==> config.mk <==
export PLATFORM = sky130hd
export DESIGN_NAME = websocket_accept_key_top
export DESIGN_NICKNAME = d
export VERILOG_FILES = /design/src/rtl/wsak_pkg.sv /design/src/rtl/wsak_core.sv /design/src/rtl/websocket_accept_key_top.sv
export SDC_FILE = /design/constraint.sdc
export NUM_CORES = 2
export LEC_CHECK = 0
export BUFFER_PORTS_ARGS = -buffer_cell sky130_fd_sc_hd__clkbuf_2
export CAP_MARGIN = 20
export CORE_UTILIZATION = 70
export CTS_CLUSTER_DIAMETER = 150
export DETAILED_ROUTE_END_ITERATION = 12
export HOLD_SLACK_MARGIN = 0.15
export PLACE_DENSITY = 0.87
export SLEW_MARGIN = 0
export SYNTH_ARGS = -nofsm -noshare
export SYNTH_HDL_FRONTEND = slang
export SYNTH_HIERARCHICAL = 1
export SYNTH_SLANG_ARGS = --single-unit
==> constraint.sdc <==
create_clock -name clk -period 18 [get_ports clk]
set_input_delay 1.8 -clock clk [delete_from_list [all_inputs] [get_ports clk]]
set_output_delay 1.8 -clock clk [all_outputs]
set_load 0.01 [all_outputs]
==> src/rtl/wsak_pkg.sv <==
// Package for the WebSocket accept-key engine: payload types, SHA-1 constants,
// GUID and base64 tables. No dependencies.
package wsak_pkg;

    typedef struct packed {
        logic [7:0] key_byte;
        logic       key_last;
    } key_item_t;

    typedef struct packed {
        logic [7:0] accept_char;
        logic       char_last;
    } char_item_t;

    localparam int GUID_LEN   = 36;
    localparam int ACCEPT_LEN = 28;

    localparam logic [31:0] H0_INIT = 32'h67452301;
    localparam logic [31:0] H1_INIT = 32'hEFCDAB89;
    localparam logic [31:0] H2_INIT = 32'h98BADCFE;
    localparam logic [31:0] H3_INIT = 32'h10325476;
    localparam logic [31:0] H4_INIT = 32'hC3D2E1F0;

    localparam logic [7:0] PAD_BYTE  = 8'h80;
    localparam logic [7:0] EQ_CHAR   = 8'h3D;
    localparam logic [5:0] SIX_MASK  = 6'h3F;

    function automatic logic [31:0] round_k(input logic [6:0] r);
        if (r < 7'd20)      return 32'h5A827999;
        else if (r < 7'd40) return 32'h6ED9EBA1;
        else if (r < 7'd60) return 32'h8F1BBCDC;
        else                return 32'hCA62C1D6;
    endfunction

    function automatic logic [31:0] round_f(input logic [6:0] r, input logic [31:0] b,
                                            input logic [31:0] c, input logic [31:0] d);
        if (r < 7'd20)      return (b & c) | (~b & d);
        else if (r < 7'd40) return b ^ c ^ d;
        else if (r < 7'd60) return (b & c) | (b & d) | (c & d);
        else                return b ^ c ^ d;
    endfunction

    function automatic logic [7:0] guid_char(input logic [5:0] i);
        logic [7:0] ch;
        unique case (i)
            6'd0: ch = "2";  6'd1: ch = "5";  6'd2: ch = "8";  6'd3: ch = "E";
            6'd4: ch = "A";  6'd5: ch = "F";  6'd6: ch = "A";  6'd7: ch = "5";
            6'd8: ch = "-";  6'd9: ch = "E";  6'd10: ch = "9"; 6'd11: ch = "1";
            6'd12: ch = "4"; 6'd13: ch = "-"; 6'd14: ch = "4"; 6'd15: ch = "7";
            6'd16: ch = "D"; 6'd17: ch = "A"; 6'd18: ch = "-"; 6'd19: ch = "9";
            6'd20: ch = "5"; 6'd21: ch = "C"; 6'd22: ch = "A"; 6'd23: ch = "-";
            6'd24: ch = "C"; 6'd25: ch = "5"; 6'd26: ch = "A"; 6'd27: ch = "B";
            6'd28: ch = "0"; 6'd29: ch = "D"; 6'd30: ch = "C"; 6'd31: ch = "8";
            6'd32: ch = "5"; 6'd33: ch = "B"; 6'd34: ch = "1"; 6'd35: ch = "1";
            default: ch = 8'h00;
        endcase
        return ch;
    endfunction

    function automatic logic [7:0] b64_char(input logic [5:0] v);
        if (v < 6'd26)      return 8'h41 + {2'b00, v};
        else if (v < 6'd52) return 8'h61 + {2'b00, v - 6'd26};
        else if (v < 6'd62) return 8'h30 + {2'b00, v - 6'd52};
        else if (v == 6'd62) return 8'h2B;
        else                return 8'h2F;
    endfunction

endpackage

==> src/rtl/wsak_core.sv <==
// SHA-1 byte absorber and round engine around a 16-word schedule memory.
// Depends on wsak_pkg.
module wsak_core (
    input  logic         clk,
    input  logic         rst_n,
    input  logic         byte_valid,
    input  logic [7:0]   byte_data,
    input  logic         byte_counted,
    output logic         byte_ready,
    input  logic         hash_clear,
    output logic [159:0] digest,
    output logic [5:0]   fill,
    output logic [60:0]  count
);
    import wsak_pkg::*;

    typedef enum logic [2:0] {S_IDLE, S_RD, S_WR, S_RND_RD, S_RND, S_ADD} state_t;

    logic [31:0] sched_mem [16];
    logic [31:0] rd_data_reg;
    logic [3:0]  rd_addr;
    logic        wr_en;
    logic [3:0]  wr_addr;
    logic [31:0] wr_data;

    state_t      state_reg;
    logic [31:0] h_reg [5];
    logic [31:0] a_reg, b_reg, c_reg, d_reg, e_reg;
    logic [6:0]  rnd_reg;
    logic [5:0]  fill_reg;
    logic [60:0] count_reg;
    logic [7:0]  byte_reg;
    logic        cnt_reg;

    logic [31:0] t_val;
    logic [3:0]  slot;

    always_ff @(posedge clk)
    begin
        if (wr_en)
            sched_mem[wr_addr] <= wr_data;
        rd_data_reg <= sched_mem[rd_addr];
    end

    // rounds 0..15 read w[r]; later rounds read w[r-3],w[r-8],w[r-14],w[r-16]
    // serially is costly, so use a 16-entry ring rewritten in place: one
    // recompute step keeps four reads per round, done here by a small counter.
    logic [1:0]  sub_reg;
    logic [31:0] acc_reg;

    always_comb
    begin
        slot = rnd_reg[3:0];
        unique case (sub_reg)
            2'd0: rd_addr = slot + 4'd13;
            2'd1: rd_addr = slot + 4'd8;
            2'd2: rd_addr = slot + 4'd2;
            default: rd_addr = slot;
        endcase
        if (state_reg == S_IDLE || state_reg == S_RD)
            rd_addr = fill_reg[5:2];
        if (state_reg == S_RND_RD && rnd_reg < 7'd16)
            rd_addr = slot;
    end

    logic [31:0] w_raw;
    assign w_raw = acc_reg ^ rd_data_reg;
    logic [31:0] w_fin;
    assign w_fin = (rnd_reg < 7'd16) ? rd_data_reg : {w_raw[30:0], w_raw[31]};
    assign t_val = {a_reg[26:0], a_reg[31:27]} + round_f(rnd_reg, b_reg, c_reg, d_reg)
                 + e_reg + round_k(rnd_reg) + w_fin;

    logic [4:0] sh;
    assign sh = {~fill_reg[1:0], 3'b000};

    always_comb
    begin
        wr_en   = 1'b0;
        wr_addr = fill_reg[5:2];
        wr_data = (rd_data_reg & ~(32'hFF << sh)) | ({24'd0, byte_reg} << sh);
        if (state_reg == S_WR)
            wr_en = 1'b1;
        if (state_reg == S_RND && rnd_reg >= 7'd16 && sub_reg == 2'd0)
        begin
            wr_en   = 1'b1;
            wr_addr = slot;
            wr_data = w_fin;
        end
    end

    assign byte_ready = (state_reg == S_IDLE);
    assign digest = {h_reg[0], h_reg[1], h_reg[2], h_reg[3], h_reg[4]};
    assign fill  = fill_reg;
    assign count = count_reg;

    always_ff @(posedge clk or negedge rst_n)
    begin
        if (!rst_n)
        begin
            state_reg <= S_IDLE;
            h_reg[0] <= H0_INIT; h_reg[1] <= H1_INIT; h_reg[2] <= H2_INIT;
            h_reg[3] <= H3_INIT; h_reg[4] <= H4_INIT;
            fill_reg <= '0;
            count_reg <= '0;
            rnd_reg <= '0;
            sub_reg <= '0;
        end
        else
        begin
            unique case (state_reg)
                S_IDLE:
                begin
                    if (hash_clear)
                    begin
                        h_reg[0] <= H0_INIT; h_reg[1] <= H1_INIT; h_reg[2] <= H2_INIT;
                        h_reg[3] <= H3_INIT; h_reg[4] <= H4_INIT;
                        fill_reg <= '0;
                        count_reg <= '0;
                    end
                    else if (byte_valid)
                    begin
                        byte_reg <= byte_data;
                        cnt_reg  <= byte_counted;
                        state_reg <= S_RD;
                    end
                end
                S_RD: state_reg <= S_WR;
                S_WR:
                begin
                    fill_reg <= fill_reg + 6'd1;
                    if (cnt_reg)
                        count_reg <= count_reg + 61'd1;
                    if (fill_reg == 6'd63)
                    begin
                        a_reg <= h_reg[0]; b_reg <= h_reg[1]; c_reg <= h_reg[2];
                        d_reg <= h_reg[3]; e_reg <= h_reg[4];
                        rnd_reg <= '0;
                        sub_reg <= '0;
                        state_reg <= S_RND_RD;
                    end
                    else
                        state_reg <= S_IDLE;
                end
                S_RND_RD:
                begin
                    // read issued; for rounds >=16 gather four words
                    if (rnd_reg < 7'd16)
                    begin
                        sub_reg <= 2'd0;
                        state_reg <= S_RND;
                    end
                    else
                    begin
                        sub_reg <= 2'd1;
                        acc_reg <= '0;
                        state_reg <= S_RND;
                    end
                end
                S_RND:
                begin
                    if (rnd_reg >= 7'd16 && sub_reg != 2'd0)
                    begin
                        acc_reg <= acc_reg ^ rd_data_reg;
                        sub_reg <= sub_reg + 2'd1;
                    end
                    else
                    begin
                        e_reg <= d_reg;
                        d_reg <= c_reg;
                        c_reg <= {b_reg[1:0], b_reg[31:2]};
                        b_reg <= a_reg;
                        a_reg <= t_val;
                        sub_reg <= '0;
                        rnd_reg <= rnd_reg + 7'd1;
                        state_reg <= (rnd_reg == 7'd79) ? S_ADD : S_RND_RD;
                    end
                end
                S_ADD:
                begin
                    h_reg[0] <= h_reg[0] + a_reg; h_reg[1] <= h_reg[1] + b_reg;
                    h_reg[2] <= h_reg[2] + c_reg; h_reg[3] <= h_reg[3] + d_reg;
                    h_reg[4] <= h_reg[4] + e_reg;
                    state_reg <= S_IDLE;
                end
                default: state_reg <= S_IDLE;
            endcase
        end
    end
endmodule

==> src/rtl/websocket_accept_key_top.sv <==
// Top level of the WebSocket accept-key engine: key-byte sequencer, GUID and
// padding feed, base64 output. Depends on wsak_pkg and wsak_core.
//
// Usage: stream the client key on the in channel, one byte per item, with
// key_last set on the final byte. Each byte is written into a 16-word
// schedule memory (read-modify-write). A full 64-byte block runs 80 SHA-1
// rounds; rounds 0-15 read one schedule word and rounds 16-79 read four
// through the single memory port, then the working values are added into
// the hash state.
// On key_last the block feeds the 36-byte GUID, 0x80, zero fill and the
// 64-bit bit length, then sends 28 base64 characters on the out channel,
// the last one '=' with char_last set. in_ready stays low from key_last
// until the clear after the last character is taken; a stalled receiver
// simply holds the character register. After the last character the hash
// state returns to its initial values and the next byte starts a new key.
// Reset (rst_n low, asynchronous) restores the SHA-1 initial values and
// clears the byte counts; the schedule memory needs no clearing.
module websocket_accept_key_top (
    input  logic                  clk,
    input  logic                  rst_n,
    input  logic                  in_valid,
    output logic                  in_ready,
    input  wsak_pkg::key_item_t   in_data,
    output logic                  out_valid,
    input  logic                  out_ready,
    output wsak_pkg::char_item_t  out_data
);
    import wsak_pkg::*;

    typedef enum logic [2:0] {T_KEY, T_GUID, T_PAD, T_LEN, T_OUT, T_CLR} tstate_t;

    tstate_t     state_reg;
    logic [5:0]  idx_reg;
    logic [63:0] bits_reg;
    logic [4:0]  ch_reg;
    logic        out_valid_reg;
    char_item_t  out_reg;

    logic         bv, bcnt, brdy, clr;
    logic [7:0]   bdata;
    logic [159:0] dig;
    logic [5:0]   fill;
    logic [60:0]  count;

    wsak_core u_core (
        .clk(clk), .rst_n(rst_n), .byte_valid(bv), .byte_data(bdata),
        .byte_counted(bcnt), .byte_ready(brdy), .hash_clear(clr),
        .digest(dig), .fill(fill), .count(count)
    );

    assign in_ready  = (state_reg == T_KEY) && brdy;
    assign out_valid = out_valid_reg;
    assign out_data  = out_reg;

    // pick the next 6-bit digit of the digest; digit 27 is the pad
    logic [167:0] dig_ext;
    logic [5:0]   digit;
    logic [7:0]   dpos;
    assign dig_ext = {dig, 8'h00};
    assign dpos  = 8'd162 - 8'd6 * {3'd0, ch_reg};
    assign digit = dig_ext[dpos +: 6] & SIX_MASK;

    always_comb
    begin
        bv = 1'b0; bcnt = 1'b0; bdata = in_data.key_byte; clr = 1'b0;
        unique case (state_reg)
            T_KEY:  begin bv = in_valid; bcnt = 1'b1; end
            T_GUID: begin bv = 1'b1; bcnt = 1'b1; bdata = guid_char(idx_reg); end
            T_PAD:  begin bv = 1'b1; bdata = (idx_reg == 6'd0) ? PAD_BYTE : 8'h00; end
            T_LEN:  begin bv = 1'b1; bdata = bits_reg[63:56]; end
            T_CLR:  clr = 1'b1;
            default: ;
        endcase
    end

    always_ff @(posedge clk or negedge rst_n)
    begin
        if (!rst_n)
        begin
            state_reg <= T_KEY;
            idx_reg <= '0;
            ch_reg <= '0;
            out_valid_reg <= 1'b0;
        end
        else
        begin
            unique case (state_reg)
                T_KEY:
                    if (in_valid && brdy && in_data.key_last)
                    begin
                        idx_reg <= '0;
                        state_reg <= T_GUID;
                    end
                T_GUID:
                    if (brdy)
                    begin
                        idx_reg <= idx_reg + 6'd1;
                        if (idx_reg == 6'(GUID_LEN - 1))
                        begin
                            idx_reg <= '0;
                            state_reg <= T_PAD;
                        end
                    end
                T_PAD:
                    if (brdy)
                    begin
                        if (idx_reg == 6'd0)
                            bits_reg <= {count, 3'b000};
                        idx_reg <= 6'd1;
                        if (fill == 6'd55)
                        begin
                            idx_reg <= '0;
                            state_reg <= T_LEN;
                        end
                    end
                T_LEN:
                    if (brdy)
                    begin
                        bits_reg <= {bits_reg[55:0], 8'h00};
                        idx_reg <= idx_reg + 6'd1;
                        if (idx_reg == 6'd7)
                        begin
                            ch_reg <= '0;
                            state_reg <= T_OUT;
                        end
                    end
                T_OUT:
                    if (brdy && (!out_valid_reg || out_ready))
                    begin
                        if (out_valid_reg && out_reg.char_last)
                        begin
                            out_valid_reg <= 1'b0;
                            state_reg <= T_CLR;
                        end
                        else
                        begin
                            out_valid_reg <= 1'b1;
                            out_reg.accept_char <= (ch_reg == 5'(ACCEPT_LEN - 1))
                                                   ? EQ_CHAR : b64_char(digit);
                            out_reg.char_last <= (ch_reg == 5'(ACCEPT_LEN - 1));
                            ch_reg <= ch_reg + 5'd1;
                        end
                    end
                T_CLR: state_reg <= T_KEY;
                default: state_reg <= T_KEY;
            endcase
        end
    end
endmodule
### Word-level counts from Yosys, hierarchy flattened

Memories as Yosys holds them, arrays and structs flattened. A register that Yosys moved wholly into a read port is not among the register bits.
Cells that the tools add are included.

* add/sub/neg operators: 24
* multipliers: 1
* div/mod/pow operators: 0
* order comparisons: 8
* eq/ne operators: 38
* shift-type cells: 3
* muxes and demuxes: 90
* bitwise gates (word level): 17
* reductions and logical operators: 42

Operators by type and width (count)
* $mux 32: 19
* $pmux 32 s2: 6
* $pmux 160 s2: 1
* $add 32x32->32: 9
* $mux 64: 3
* $shiftx 168x9->6: 1
* $and 32x32->32: 5
* $mux 160: 1
* $or 32x32->32: 4
* $pmux 64 s2: 1
* $mux 61: 2
* $pmux 61 s2: 1
* $xor 32x32->32: 3
* $not 32->32: 2
* $add 61x1->61 const B: 1
* $mux 3: 14
* $mux 6: 6
* $ne 2x2->1 const B: 16
* $shl 8x5->32: 1
* $shl 8x5->32 const A: 1
* $mux 31: 1
* $pmux 3 s5: 2
* $eq 6x6->1 const B: 4
* $mux 8: 3
* other kinds (57): 116

* bits in registers: 528
* bits in latches: 0
* bits in writable memories: 512
* ROM bits: 448
* output and inout bits: 11
* word-level logic and storage cells: 250
* memories: 2

Memories
* u_core.sched_mem: depth 16, width 32, rd ports 1, clocked after memory_dff 1, wr ports 1, line wsak_core.sv:19 `logic [31:0] sched_mem [16];`
* (name not given): depth 64, width 7, rd ports 1, clocked after memory_dff 0, wr ports 0, line wsak_pkg.sv:45 `unique case (i)`

### Longest topological paths before layout

* depth in word-level cells: 12
* depth in mapped cells: 26

### Hierarchy

Netlist, hierarchy kept.

Modules (own cells, without submodules)
* wsak_core: times used 1, cells each 4321, area an instance 51889.8 um2, sequential area each 28132.0 um2
* websocket_accept_key_top: times used 1, cells each 870, area an instance 9072.5 um2, sequential area each 2477.4 um2

### Worst setup path before layout

OpenSTA, ideal clock, no wires.

* kind: register to register
* from: register u_core.state_reg[1]
* to: register u_core.a_reg[0] (enable)
* setup time: 0.700 ns
* arrival time: 8.948 ns
* data required time: 17.300 ns
* setup slack: 8.352 ns
* cell stages (with the launch flop): 8
* buffers on the path: 2
* period minus slack after synthesis: 9.648 ns
* cell sequence: dfrtp_1 -> clkbuf_1 -> nor3b_1 -> and3_1 -> and4_1 -> clkbuf_1 -> nor2_1 -> nor2b_1

* cells in the longest elaborated chain, start to end: 3
* elaborated cells between the ends (all ways): 6

Ends and longest elaborated chain
* start, declared: line wsak_core.sv:26 `state_t state_reg;`
* start signal, assigned: line wsak_core.sv:175 `state_reg <= (rnd_reg == 7'd79) ? S_ADD : S_RND_RD;`
* $eq 3x2->1 or $eq 3x3->1 (tied branches): line wsak_core.sv:110 `unique case (state_reg)`
* $ne 2x2->1 (no source line) or $reduce_bool 2->1 (tied branches)
* $reduce_and 4->1 (no source line) (*)
* end signal, assigned: line wsak_core.sv:135 `a_reg <= h_reg[0]; b_reg <= h_reg[1]; c_reg <= h_reg[2];`
* end signal, assigned: line wsak_core.sv:172 `a_reg <= t_val;`
* end, declared: line wsak_core.sv:28 `logic [31:0] a_reg, b_reg, c_reg, d_reg, e_reg;`

Mark *: on every way between the ends. The rest lies on a longest branch, timed or not.
A chain may end at the register's enable or synchronous reset.

### Worst setup path in the final report

* from: register u_core.rnd_reg[3]
* to: register u_core.a_reg[30] (data pin)

* cells in the longest elaborated chain, start to end: 10
* elaborated cells between the ends (all ways): 17

Ends and longest elaborated chain
* start, declared: line wsak_core.sv:29 `logic [6:0] rnd_reg;`
* start signal, assigned: line wsak_core.sv:174 `rnd_reg <= rnd_reg + 7'd1;`
* $lt 7x6->1: line wsak_pkg.sv:31, wsak_pkg.sv:39
* $mux 32: line wsak_pkg.sv:39 `else if (r < 7'd60) return (b & c) | (b & d) | (c & d);`
* $mux 32: line wsak_pkg.sv:38 `else if (r < 7'd40) return b ^ c ^ d;`
* $mux 32: line wsak_pkg.sv:37 `if (r < 7'd20) return (b & c) | (~b & d);`
* $add 32x32->32: line wsak_core.sv:70 `assign t_val = {a_reg[26:0], a_reg[31:27]} + round_f(rnd_reg, b_reg, c_reg, d_reg)`
* $add 32x32->32 (2 in series): line wsak_core.sv:71 `+ e_reg + round_k(rnd_reg) + w_fin;`
* $add 32x32->32 (*): line wsak_core.sv:71
* $mux 32 (*): line wsak_core.sv:161 `if (rnd_reg >= 7'd16 && sub_reg != 2'd0)`
* $pmux 32 s2 (*): line wsak_core.sv:110

Mark *: on every way between the ends. The rest lies on a longest branch, timed or not. The select of a mux whose other input is x is not followed.

==> impl_metrics.sql <==
INSERT INTO impl_metrics (metric_group, metric, value, unit) VALUES
('timing', 'finalHoldWorstSlack', '509', 'ps'),
('hold_path', 'hold_path_startpoint', 'bits_reg[46]', ''),
('yosys', 'synth_top_family_by_area', 'compound AO/OA/AOI/OAI gates', ''),
('yosys', 'synth.area.mux_share', '11.1', '%'),
('timing', 'clock.fmax', '0.145', 'GHz'),
('die', 'initial_core_util', '71.1', '%'),
('yosys', 'synth_fa_ha_area_share', '8.86', '%'),
('route', 'initialDrtViolationCount', '7106', ''),
('yosys', 'synthArstFlopShare', '23.8', '%'),
('timing', 'fin_ws', '11080', 'ps'),
('route', 'via_per_inst', '7.33', ''),
('yosys', 'yosysSeqAreaShare', '50.2', '%'),
('yosys', 'ys_types', '108', ''),
('global_routing', 'grt_pass1_wl', '299', 'mm'),
('critical_path', 'worst_ep_arrival_time', '7360', 'ps'),
('timing', 'setup_tns', '0', 'ps'),
('cts', 'clock_sinks', '1069', ''),
('yosys', 'post_synth_instance_area', '0.0610', 'mm²'),
('yosys', 'yosys_register_bits', '1069', ''),
('yosys', 'synth_compound_gate_area_share', '11.9', '%'),
('timing', 'maxSlewHeadroom', '17.1', '%'),
('timing', 'report.final.setup_viol', '0', ''),
('die', 'die_w', '297', 'µm'),
('cts', 'ctsResizeCount', '0', ''),
('route', 'antenna_left', '0', ''),
('route', 'routed_wl', '203', 'mm'),
('cts', 'cts_tree', 'yes', ''),
('final_layout', 'fillCellCount', '5028', ''),
('global_routing', 'first_global_vias', '45800', ''),
('die', 'count_of_boundary_i_o_pins', '24', ''),
('cts', 'cts_root_buffer', 'sky130_fd_sc_hd__clkbuf_16', ''),
('critical_path', 'worst-endpoint-required', '18450', 'ps'),
('timing', 'worst_pin_slew', '1240', 'ps'),
('yosys', 'synthesis.yosys.warnings', '6', ''),
('route', 'drcViolationCount', '0', ''),
('cts', 'clock_tree.buffer_depth', '3', ''),
('placed_design', 'routabilityCongestion', '1.00', ''),
('cts', 'worst_setup_hold_path_clk_slew', '60', 'ps'),
('global_routing', 'global_route.overflow_total', '0', ''),
('power_and_ir_drop', 'total_leakage_power', '26.5', 'nW'),
('outcome', 'outcome', 'complete, no violations', ''),
('placed_design', 'port_buffers', '23', ''),
('route', 'post_drt_wl_per_cell', '31.6', 'µm'),
('yosys', 'synth_top_cells_by_area', 'sky130_fd_sc_hd__edfxtp_1 39%, sky130_fd_sc_hd__mux4_2 9.1%, sky130_fd_sc_hd__dfrtp_1 7.1%', ''),
('critical_path', 'worst-path-max-fanout', '17', ''),
('placed_design', 'dp_worst_setup_slack', '11220', 'ps'),
('run', 'max_capacitance_violation_count', '0', ''),
('cts', 'worstSkewPairLatency', '760', 'ps'),
('final_layout', 'largest_reg_flops', '512', ''),
('yosys', 'postSynth.topFlopCell', 'sky130_fd_sc_hd__edfxtp_1', ''),
('timing', 'grt_setup_unrepaired', 'no', ''),
('timing', 'final_hold_viol_count', '0', ''),
('power_and_ir_drop', 'powerDensity', '77.9', 'mW/mm²'),
('yosys', 'synth_enable_flop_cells', '783', ''),
('cts', 'cts.htree.levels', '3', ''),
('critical_path', 'timing.critical_path.to_type', 'register', ''),
('die', 'floorplan.rows', '107', ''),
('hold_path', 'worst_hold_path_type', 'reg -> reg', ''),
('cts', 'post-cts-setup-buffers', '0', ''),
('timing', 'period_share', '38.4', '%'),
('cts', 'post_cts_hold_fix_bufs', '0', ''),
('route', 'vias', '47000', ''),
('cts', 'tritoncts.num_buffers', '107', ''),
('global_routing', 'globalRouteTotalUtil', '46.0', '%'),
('timing', 'final_slew_violations', '0', ''),
('yosys', 'post_synth_xor_area_fraction', '3.67', '%'),
('final_layout', 'drive_gt1_share', '13.1', '%'),
('die', 'fp.dieArea', '0.0883', 'mm²'),
('yosys', 'synthesis.nets', '5560', ''),
('timing', 'clock-skew-final', '64.8', 'ps'),
('yosys', 'share_of_the_synthesized_area_in_the_top_cell_type', '38.6', '%');
[placed cells by master, fill, tap and decap left out, drive strengths merged, types with 12 or more instances in the layout]
cell,count
a211oi,69
nor2,339
ha,230
or3,34
mux4,245
a221o,19
nand3,87
o22a,12
o31ai,31
edfxtp,783
nor2b,53
a31oi,37
dfrtp,174
buf,98
a221oi,41
fa,126
xnor2,139
o211ai,17
nand2,781
nand2b,37
dfxtp,32
clkbuf,165
dfstp,80
o21bai,33
a22o,18
o21ai,310
xor2,110
inv,264
a21o,75
a21oi,315
clkinv,42
mux2i,112
nand4,17
nor3,55
o21a,40
a22oi,16
and3,38
and2,24
[final cells by class]
class	instances	area, µm²	area share [%]
Antenna cell	1	2.50	0.00379
Clock buffer	143	2900	4.40
Clock inverter	58	652	0.988
Inverter	260	976	1.48
Multi-Input combinational cell	3621	28600	43.3
Sequential cell	1069	30600	46.4
Tap cell	1144	1430	2.17
Timing Repair Buffer	120	866	1.31
[metal layers]
layer | GRT usage, % | wire (µm) | vias up | share of wire, %
met4 | 33.7 | 18500 | 6 | 9.2
met1 | 56.9 | 66200 | 22600 | 33
met3 | 11.0 | 25400 | 1127 | 13
met2 | 71.2 | 92300 | 4173 | 46
li1 | - | - | 19100 | -
met5 | 0 | 37 | - | 0.018
[report_power, final]
group	switching, mW	internal [mW]
Clock	1.06	1.29
Combinational	0.107	0.0594
Sequential	0.00250	2.63
Total	1.17	3.98
[metrics by stage]
stage | instances | power [mW] | area (µm²) | utilization [%]
finish | 6416 | 5.14 | 66000 | 77.0
detailed placement | 6188 | 2.84 | 62200 | 72.6
global route | 6415 | 5.23 | 66000 | 77.0
CTS | 6389 | 5.12 | 65800 | 76.8
global placement | 6187 | 2.84 | 62200 | 72.6
floorplan | 5191 | 2.79 | 61000 | -
[cells in the mapped netlist (all sizes together), types with 38 or more instances]
cell type	instances
ha	230
dfrtp	174
nand2	781
inv	259
clkbuf	149
mux4	245
o21ai	310
buf	92
a211oi	69
o21a	40
mux2i	112
a221oi	41
a21oi	315
nand3	87
nor2b	53
nor2	339
xor2	110
nor3	55
xnor2	139
and3	38
dfstp	80
a21o	75
fa	126
edfxtp	783
[logic make-up (layout without fill, tap and decap cells)]
family                   Yosys count  in the layout
XOR/XNOR                         251            251
buffers and inverters            501            581
adder cells (fa/ha/maj)          356            356
AND/OR/NAND/NOR                 1510           1510
multiplexers                     368            368
other                              0              1
flip-flops                      1069           1069
AO/OA/AOI/OAI                   1136           1136
[critical path, cell delays in order, from the launching register on]
cell and delay (ps):
sky130_fd_sc_hd__dfrtp_1 520, sky130_fd_sc_hd__a41oi_1 300, sky130_fd_sc_hd__buf_4 230, sky130_fd_sc_hd__nand2_1 60
sky130_fd_sc_hd__buf_4 220, sky130_fd_sc_hd__inv_1 200, sky130_fd_sc_hd__buf_4 300, sky130_fd_sc_hd__nor2_2 140
sky130_fd_sc_hd__buf_4 260, sky130_fd_sc_hd__a221o_1 340, sky130_fd_sc_hd__fa_1 540, sky130_fd_sc_hd__inv_1 50
sky130_fd_sc_hd__fa_1 560, sky130_fd_sc_hd__inv_1 60, sky130_fd_sc_hd__ha_1 280, sky130_fd_sc_hd__a211oi_1 250
sky130_fd_sc_hd__nor2_1 130, sky130_fd_sc_hd__o311a_1 320, sky130_fd_sc_hd__nor3_2 260, sky130_fd_sc_hd__o41a_1 230
sky130_fd_sc_hd__a2bb2oi_1 150, sky130_fd_sc_hd__a221oi_1 530, sky130_fd_sc_hd__o21ai_0 190, sky130_fd_sc_hd__a21oi_1 200
sky130_fd_sc_hd__xor2_1 180, sky130_fd_sc_hd__o21ai_1 80
[worst paths after layout]
check                                          to  slack [ps]  cells after the start
worst max-delay path             u_core/a_reg[30]       11080                     25
worst min-delay path                 bits_reg[54]         510                      2
worst max register to register   u_core/a_reg[30]       11080                     25
worst min register to register       bits_reg[54]         510                      2
max in group asynchronous         u_core/count[8]       14800                      3
min in group asynchronous       u_core/digest[88]        1030                      1
Power figures use the tool's default switching activity.
